--- src/hw/rtl/aos_pkg.sv ---
// Shared types, constants and tone tables for the alarm output sequencer.
// No dependencies; used by every module of the block.
package aos_pkg;

  localparam int unsigned MELODY_LEN = 20;
  localparam int unsigned TABLE_LEN  = 20;

  localparam logic [15:0] BLINK_RESET = 16'd500;

  localparam logic [6:0] LONG_MS    = 7'd90;
  localparam logic [6:0] SHORT_MS   = 7'd67;
  // next-note spacing minus one, loaded into the wait counter
  localparam logic [7:0] LONG_WAIT  = 8'd161;
  localparam logic [7:0] SHORT_WAIT = 8'd119;
  localparam logic [7:0] GAP_WAIT   = 8'd99;

  typedef struct packed {
    logic snooze;
    logic radio_request;
    logic buzzer_request;
    logic light_request;
    logic beep_request;
  } tick_t;

  typedef struct packed {
    logic       radio_on;
    logic       buzzer_pin;
    logic       light_pin;
    logic       beep_on;
    logic       note_start;
    logic [9:0] note_hz;
    logic [6:0] note_ms;
    logic       any_active;
  } result_t;

  typedef struct packed {
    logic       start;
    logic [9:0] hz;
    logic [6:0] ms;
  } note_t;

  function automatic logic [9:0] tone_hz(input logic [4:0] idx);
    logic [9:0] hz;
    unique case (idx)
      5'd0, 5'd1, 5'd2, 5'd4, 5'd5, 5'd7, 5'd9: hz = 10'd523;
      5'd3, 5'd6, 5'd8:                         hz = 10'd294;
      5'd10, 5'd11, 5'd12, 5'd14, 5'd15, 5'd17, 5'd19: hz = 10'd494;
      5'd13, 5'd18:                             hz = 10'd131;
      5'd16:                                    hz = 10'd33;
      default:                                  hz = 10'd523;
    endcase
    return hz;
  endfunction

  function automatic logic tone_long(input logic [4:0] idx);
    logic is_long;
    unique case (idx)
      5'd0, 5'd1, 5'd2, 5'd5, 5'd9,
      5'd10, 5'd11, 5'd12, 5'd15, 5'd19: is_long = 1'b1;
      default:                           is_long = 1'b0;
    endcase
    return is_long;
  endfunction

endpackage

--- src/hw/rtl/aos_melody.sv ---
// Melody sequencer: note position and spacing counter, one step per tick item.
// Depends on aos_pkg for the tone tables and timing constants.
module aos_melody import aos_pkg::*; #(
  parameter int unsigned MelodyLen = MELODY_LEN
) (
  input  logic  clk,
  input  logic  rst,
  input  logic  step,
  input  logic  beep_old,
  input  logic  beep_new,
  output note_t note
);

  localparam int unsigned PosW = $clog2(MelodyLen + 1);

  logic [PosW-1:0] melody_pos, melody_pos_next;
  logic [7:0]      wait_left, wait_left_next;
  logic [PosW-1:0] pos_cur;
  logic [7:0]      wait_cur;
  logic [5:0]      pos6;
  logic [4:0]      idx;
  logic            rise;
  logic            is_long;

  assign rise     = beep_new & ~beep_old;
  // restart from note 0 on the same tick the enable rises
  assign pos_cur  = rise ? '0 : melody_pos;
  assign wait_cur = rise ? '0 : wait_left;
  assign pos6     = 6'(pos_cur);

  always_comb begin
    if (pos6 >= 6'(TABLE_LEN)) begin
      idx = 5'(pos6 - 6'(TABLE_LEN));
    end else begin
      idx = 5'(pos6);
    end
    if (idx >= 5'(TABLE_LEN)) begin
      idx = '0;
    end
  end

  assign is_long = tone_long(idx);

  always_comb begin
    melody_pos_next = melody_pos;
    wait_left_next  = wait_left;
    note            = '0;
    if (beep_new) begin
      priority if (wait_cur != '0) begin
        wait_left_next  = wait_cur - 8'd1;
        melody_pos_next = pos_cur;
      end else if (pos_cur >= PosW'(MelodyLen)) begin
        wait_left_next  = GAP_WAIT;
        melody_pos_next = '0;
      end else begin
        note.start      = 1'b1;
        note.hz         = tone_hz(idx);
        note.ms         = is_long ? LONG_MS : SHORT_MS;
        wait_left_next  = is_long ? LONG_WAIT : SHORT_WAIT;
        melody_pos_next = pos_cur + PosW'(1);
      end
    end
  end

  always_ff @(posedge clk) begin
    if (rst) begin
      melody_pos <= '0;
      wait_left  <= '0;
    end else if (step) begin
      melody_pos <= melody_pos_next;
      wait_left  <= wait_left_next;
    end
  end

endmodule

--- src/hw/rtl/alarm_output_sequencer_core.sv ---
// Top level of the alarm output sequencer: enables, blink timing, output buffer.
// Depends on aos_pkg and instantiates aos_melody.
//
// Usage: each item on the tick channel is one millisecond tick carrying a
// snooze bit and four alarm requests. For every accepted tick the block
// delivers exactly one result item on the result channel: the four enables
// after the tick (buzzer and light gated by the blink phase), a note-start
// pulse with pitch and length, and an OR of the enables.
// A tick is taken when tick_valid is high and tick_stall low; a result is
// taken when result_valid is high and result_stall low.
// A tick's result is formed combinationally and written into the buffer on
// acceptance. Throughput is one tick per cycle while tick_stall is low; all
// per-tick work is a single level of counter and table logic before the buffer.
// The result side has a two-entry buffer, so a tick is still accepted while
// one finished result waits; tick_stall rises only when both entries hold
// results that the receiver has not taken.
// blink_interval is written through cfg_valid/cfg_data (cfg_ready is always
// high) and should change only while no tick is in flight.
// Reset clears the blink counter and phase, the enables, the melody position
// and wait counter, empties the buffer and loads blink_interval with 500.
module alarm_output_sequencer_core import aos_pkg::*; #(
  parameter int unsigned MelodyLen = MELODY_LEN
) (
  input  logic        clk,
  input  logic        rst,
  input  logic        tick_valid,
  output logic        tick_stall,
  input  tick_t       tick,
  output logic        result_valid,
  input  logic        result_stall,
  output result_t     result,
  input  logic        cfg_valid,
  output logic        cfg_ready,
  input  logic [15:0] cfg_data
);

  logic [15:0] blink_interval;
  logic [15:0] blink_count;
  logic        blink_phase;
  logic [3:0]  enables;       // bit0 radio, bit1 buzzer, bit2 light, bit3 beep
  logic [3:0]  enables_next;
  logic        accept;
  logic        take;
  logic        wrap;
  logic        even;
  note_t       note;
  result_t     res_next;
  result_t     skid;
  logic        skid_valid;

  assign cfg_ready  = 1'b1;
  assign tick_stall = skid_valid;
  assign accept     = tick_valid & ~tick_stall;
  assign take       = result_valid & ~result_stall;

  assign enables_next = tick.snooze ? 4'b0000 :
                        {tick.beep_request, tick.light_request,
                         tick.buzzer_request, tick.radio_request};
  assign even = ~blink_phase;
  assign wrap = ({1'b0, blink_count} + 17'd1) >= {1'b0, blink_interval};

  aos_melody #(
    .MelodyLen(MelodyLen)
  ) u_melody (
    .clk     (clk),
    .rst     (rst),
    .step    (accept),
    .beep_old(enables[3]),
    .beep_new(enables_next[3]),
    .note    (note)
  );

  always_comb begin
    res_next.radio_on   = enables_next[0];
    res_next.buzzer_pin = enables_next[1] & even;
    res_next.light_pin  = enables_next[2] & even;
    res_next.beep_on    = enables_next[3];
    res_next.note_start = note.start;
    res_next.note_hz    = note.hz;
    res_next.note_ms    = note.ms;
    res_next.any_active = |enables_next;
  end

  always_ff @(posedge clk) begin
    if (rst) begin
      blink_interval <= BLINK_RESET;
    end else if (cfg_valid && cfg_ready) begin
      blink_interval <= cfg_data;
    end
  end

  always_ff @(posedge clk) begin
    if (rst) begin
      blink_count <= '0;
      blink_phase <= 1'b0;
      enables     <= '0;
    end else if (accept) begin
      enables <= enables_next;
      if (wrap) begin
        blink_count <= '0;
        blink_phase <= ~blink_phase;
      end else begin
        blink_count <= blink_count + 16'd1;
      end
    end
  end

  // two-entry result buffer: head register plus skid register
  always_ff @(posedge clk) begin
    if (rst) begin
      result_valid <= 1'b0;
      skid_valid   <= 1'b0;
    end else if (take) begin
      if (skid_valid) begin
        result_valid <= 1'b1;
        skid_valid   <= 1'b0;
      end else begin
        result_valid <= accept;
      end
    end else if (accept) begin
      if (!result_valid) begin
        result_valid <= 1'b1;
      end else begin
        skid_valid <= 1'b1;
      end
    end
  end

  always_ff @(posedge clk) begin
    if (take) begin
      if (skid_valid) begin
        result <= skid;
      end else begin
        result <= res_next;
      end
    end else if (accept) begin
      if (!result_valid) begin
        result <= res_next;
      end else begin
        skid <= res_next;
      end
    end
  end

endmodule

--- config.mk ---
export PLATFORM = sky130hd
export DESIGN_NAME = alarm_output_sequencer_core
export DESIGN_NICKNAME = d
export VERILOG_FILES = /design/src/hw/rtl/aos_pkg.sv /design/src/hw/rtl/aos_melody.sv /design/src/hw/rtl/alarm_output_sequencer_core.sv
export SDC_FILE = /design/constraint.sdc
export NUM_CORES = 1
export LEC_CHECK = 0
export BUFFER_PORTS_ARGS = -buffer_cell sky130_fd_sc_hd__buf_2
export CORE_ASPECT_RATIO = 0.8
export CORE_MARGIN = 3
export CORE_UTILIZATION = 40
export DETAILED_ROUTE_END_ITERATION = 8
export PLACE_DENSITY_LB_ADDON = 0.25
export SLEW_MARGIN = 20
export SYNTH_ARGS = -nofsm -noshare
export SYNTH_HDL_FRONTEND = slang
export SYNTH_SLANG_ARGS = --single-unit
--- constraint.sdc ---
create_clock -name clk -period 7.85 [get_ports clk]
set_input_delay 0.3925 -clock clk [delete_from_list [all_inputs] [get_ports clk]]
set_output_delay 0.3925 -clock clk [all_outputs]
set_load 0.1 [all_outputs]
==> metrics <==
CTS tree built; Root Driver clkbuf_16; Yosys cell types 65; Worst Hold Class input port to flop; Buffers & Inverters on Critical Path 0; Peak VDD IR 0.09866 mV; core area 11,230 um^2; final cell count without fillers 703; Synth-to-Final Area Change 11.70%; sinks on the clock net 81; CTS buffer count 9; vias in the first global route 3,677; vias per cell 5.647; CP Cell Sequence ha_1 > nand3_1 > nor2_1 > nand2_1 > xnor2_1 > ha_1 > a22o_1 > o41ai_1 > a221o_1 > a21oi_1 > mux2_2; Mapped Avg Cell Area 8.892 um^2; commonest non-fill, non-tap cells in the layout 56 x nand2_1, 49 x dfxtp_1, 47 x buf_2, 34 x nor2_1, 34 x a21oi_1; dpl cell area 5007 um^2; worst-skew pair later-pin latency 0.34 ns; sequential area share after synthesis 40.90%; Rel. slew slack 41.60%; Die Ht 103.5 um; Final Max Tran Viols 0; Crit path arrival time 4.13 ns; crit-path max cell delay 0.78 ns; fraction of registers with async set/reset 0%; hold path depth 3; IO Port Bufs 47; clk slew on worst S/H paths 0.06 ns; CP required 8.09 ns; Die W 127.8 um; yosys warns 0; placed cell count 687; CP most frequent cell ha_1; crit path kind flop to flop; pin count of the biggest net entering global routing 44; maxcap violations 0; gpl congestion 0.8913; Post-synth EDFFs 32; # IOs 52; total track usage 17.00%; fillers 1,073; largest cells by area after synthesis dfxtp_1 21%, edfxtp_1 20%, ha_1 7.6%; post-layout min period 3.897 ns; DRT antenna net count 0; ANT cells 0; worst-case clock buffer depth 2; Post-Route WL 10.86 mm; final hold vios 0; Primary FF master, synth dfxtp_1; Yosys top cell by area dfxtp_1; mapped cell area 4748 um^2; CP delay by family, top compound AO/OA/AOI/OAI gates; post-DP HPWL 7.737 mm; setup bufs post-CTS 0; Residual DRC 0; total grt overflow 0; DIE AREA 13,220 um^2; R2R cell count 11; transition time of the tightest slew-check pin 0.8760 ns; commonest non-fill, non-tap cell in the layout nand2_1; Nets 609; total power draw 1.075 mW; 1st-iter DRT viols 271; pwr/cell area 202.7 nW/um^2; fraction of layout cells with a size suffix above 1 15.03%; First-pass DRT Iterations 4; final core occ 47.23%; final setup violating endpoints 0; worst setup margin 3.953 ns; via count 3,970; instance count on the critical path 11; row cnt 34; design area 5304 um^2; H-tree levels 3; Worst path slowest cell a221o_1; Crit. End Element flop; final worst path period share 49.65%; setup TNS 0 ns; fmax 256.6 MHz; outcome finished, final reports clean; final hold slack 0.2671 ns; Clock Skew 0.008082 ns; initial antenna violation count 0; cell count after synthesis 534; pre-CTS WS 4.082 ns; CP max FO 24; drt wl/cell 15.45 um; cts hold-fix bufs 0; first-pass GRT wire length 18.20 mm; Yosys reg bits 81; post-synth top area share 20.66%; post-CTS resize count 0; Initial Util 42.28%; nature of the critical path startpoint flop; static leakage 2.086 nW; RSZ-0062 raised after global routing no
==> sequential cells by signal (all words and copies together), names as in the netlist, 5 cells and up <==
register,flops
u_melody.wait_left,8
blink_interval,16
blink_count,16
u_melody.melody_pos,5
result,16
skid,16
==> synthesized netlist by cell type (all sizes together) (2+ instances only) <==
cell / n
edfxtp: 32
nor2b: 5
nor3b: 2
nand3: 23
o22ai: 4
nor2: 35
a311oi: 2
o211ai: 11
and2: 10
conb: 2
o21ai: 22
nand2b: 4
clkbuf: 32
dfxtp: 49
nand2: 56
inv: 25
mux2i: 11
xor2: 2
mux2: 9
a211oi: 4
nor4: 5
a21oi: 34
o21a: 4
a31oi: 10
nand4: 27
o211a: 2
o21bai: 2
nor3: 10
a21o: 4
nand3b: 2
xnor2: 14
o31ai: 2
and3: 6
ha: 29
a22o: 7
clkinv: 2
a22oi: 4
buf: 11
==> tightest hold or removal path, delay by kind of cell <==
family          cells  cell delay, ns
buf+inv             1            0.07
compound gates      1            0.07
simple gates        1            0.04
==> routing by layer <==
layer | GRT usage (%) | share of wire (%) | up-vias | wire (um)
li1 | - | - | 1970 | -
met1 | 24.40 | 49 | 1884 | 5347
met2 | 25.54 | 45 | 103 | 4857
met3 | 3.850 | 4.7 | 13 | 506
met4 | 5.383 | 1.4 | 0 | 150
met5 | 0 | 0 | - | 0
==> path summary, 6_finish.rpt <==
check,from,slack (ns),endpoint
max reg2reg,blink_count[0],3.95,blink_phase
max,blink_count[0],3.95,blink_phase
min,cfg_data[7],0.27,blink_interval[7]
min reg2reg,blink_count[1],0.49,blink_count[1]
==> final cells by class <==
class                           instances  area [um^2]  area share, %
Multi-Input combinational cell        385         2536          47.82
Sequential cell                        81         1942          36.61
Timing Repair Buffer                   50        257.7          4.860
Clock inverter                          3        22.52         0.4246
Inverter                               27        102.6          1.934
Tap cell                              144        180.2          3.397
Clock buffer                           13        262.8          4.954
==> report_power, final <==
group / switching (mW) / total (mW) / internal (mW) / leakage, nW
clock: 0.169 / 0.405 / 0.236 / 0.138
sequential: 0.0105 / 0.469 / 0.459 / 0.701
combinational: 0.154 / 0.201 / 0.0467 / 1.25
==> cells by family (layout without fill, tap and decap cells) <==
| logic type | after synthesis | after routing | synth area share [%] |
|---|---|---|---|
| AOI/OAI and AO/OA | 124 | 124 | 17.23 |
| DFF | 81 | 81 | 40.90 |
| and+or+nand+nor | 192 | 192 | 20.45 |
| buffers and inverters | 70 | 93 | 6.219 |
| xor gates and xnor gates | 16 | 16 | 2.951 |
| adders and majority gates | 29 | 29 | 7.642 |
| muxes | 20 | 20 | 4.453 |
| other | 2 | 4 | 0.1582 |
(Power assumes the default switching activity.)
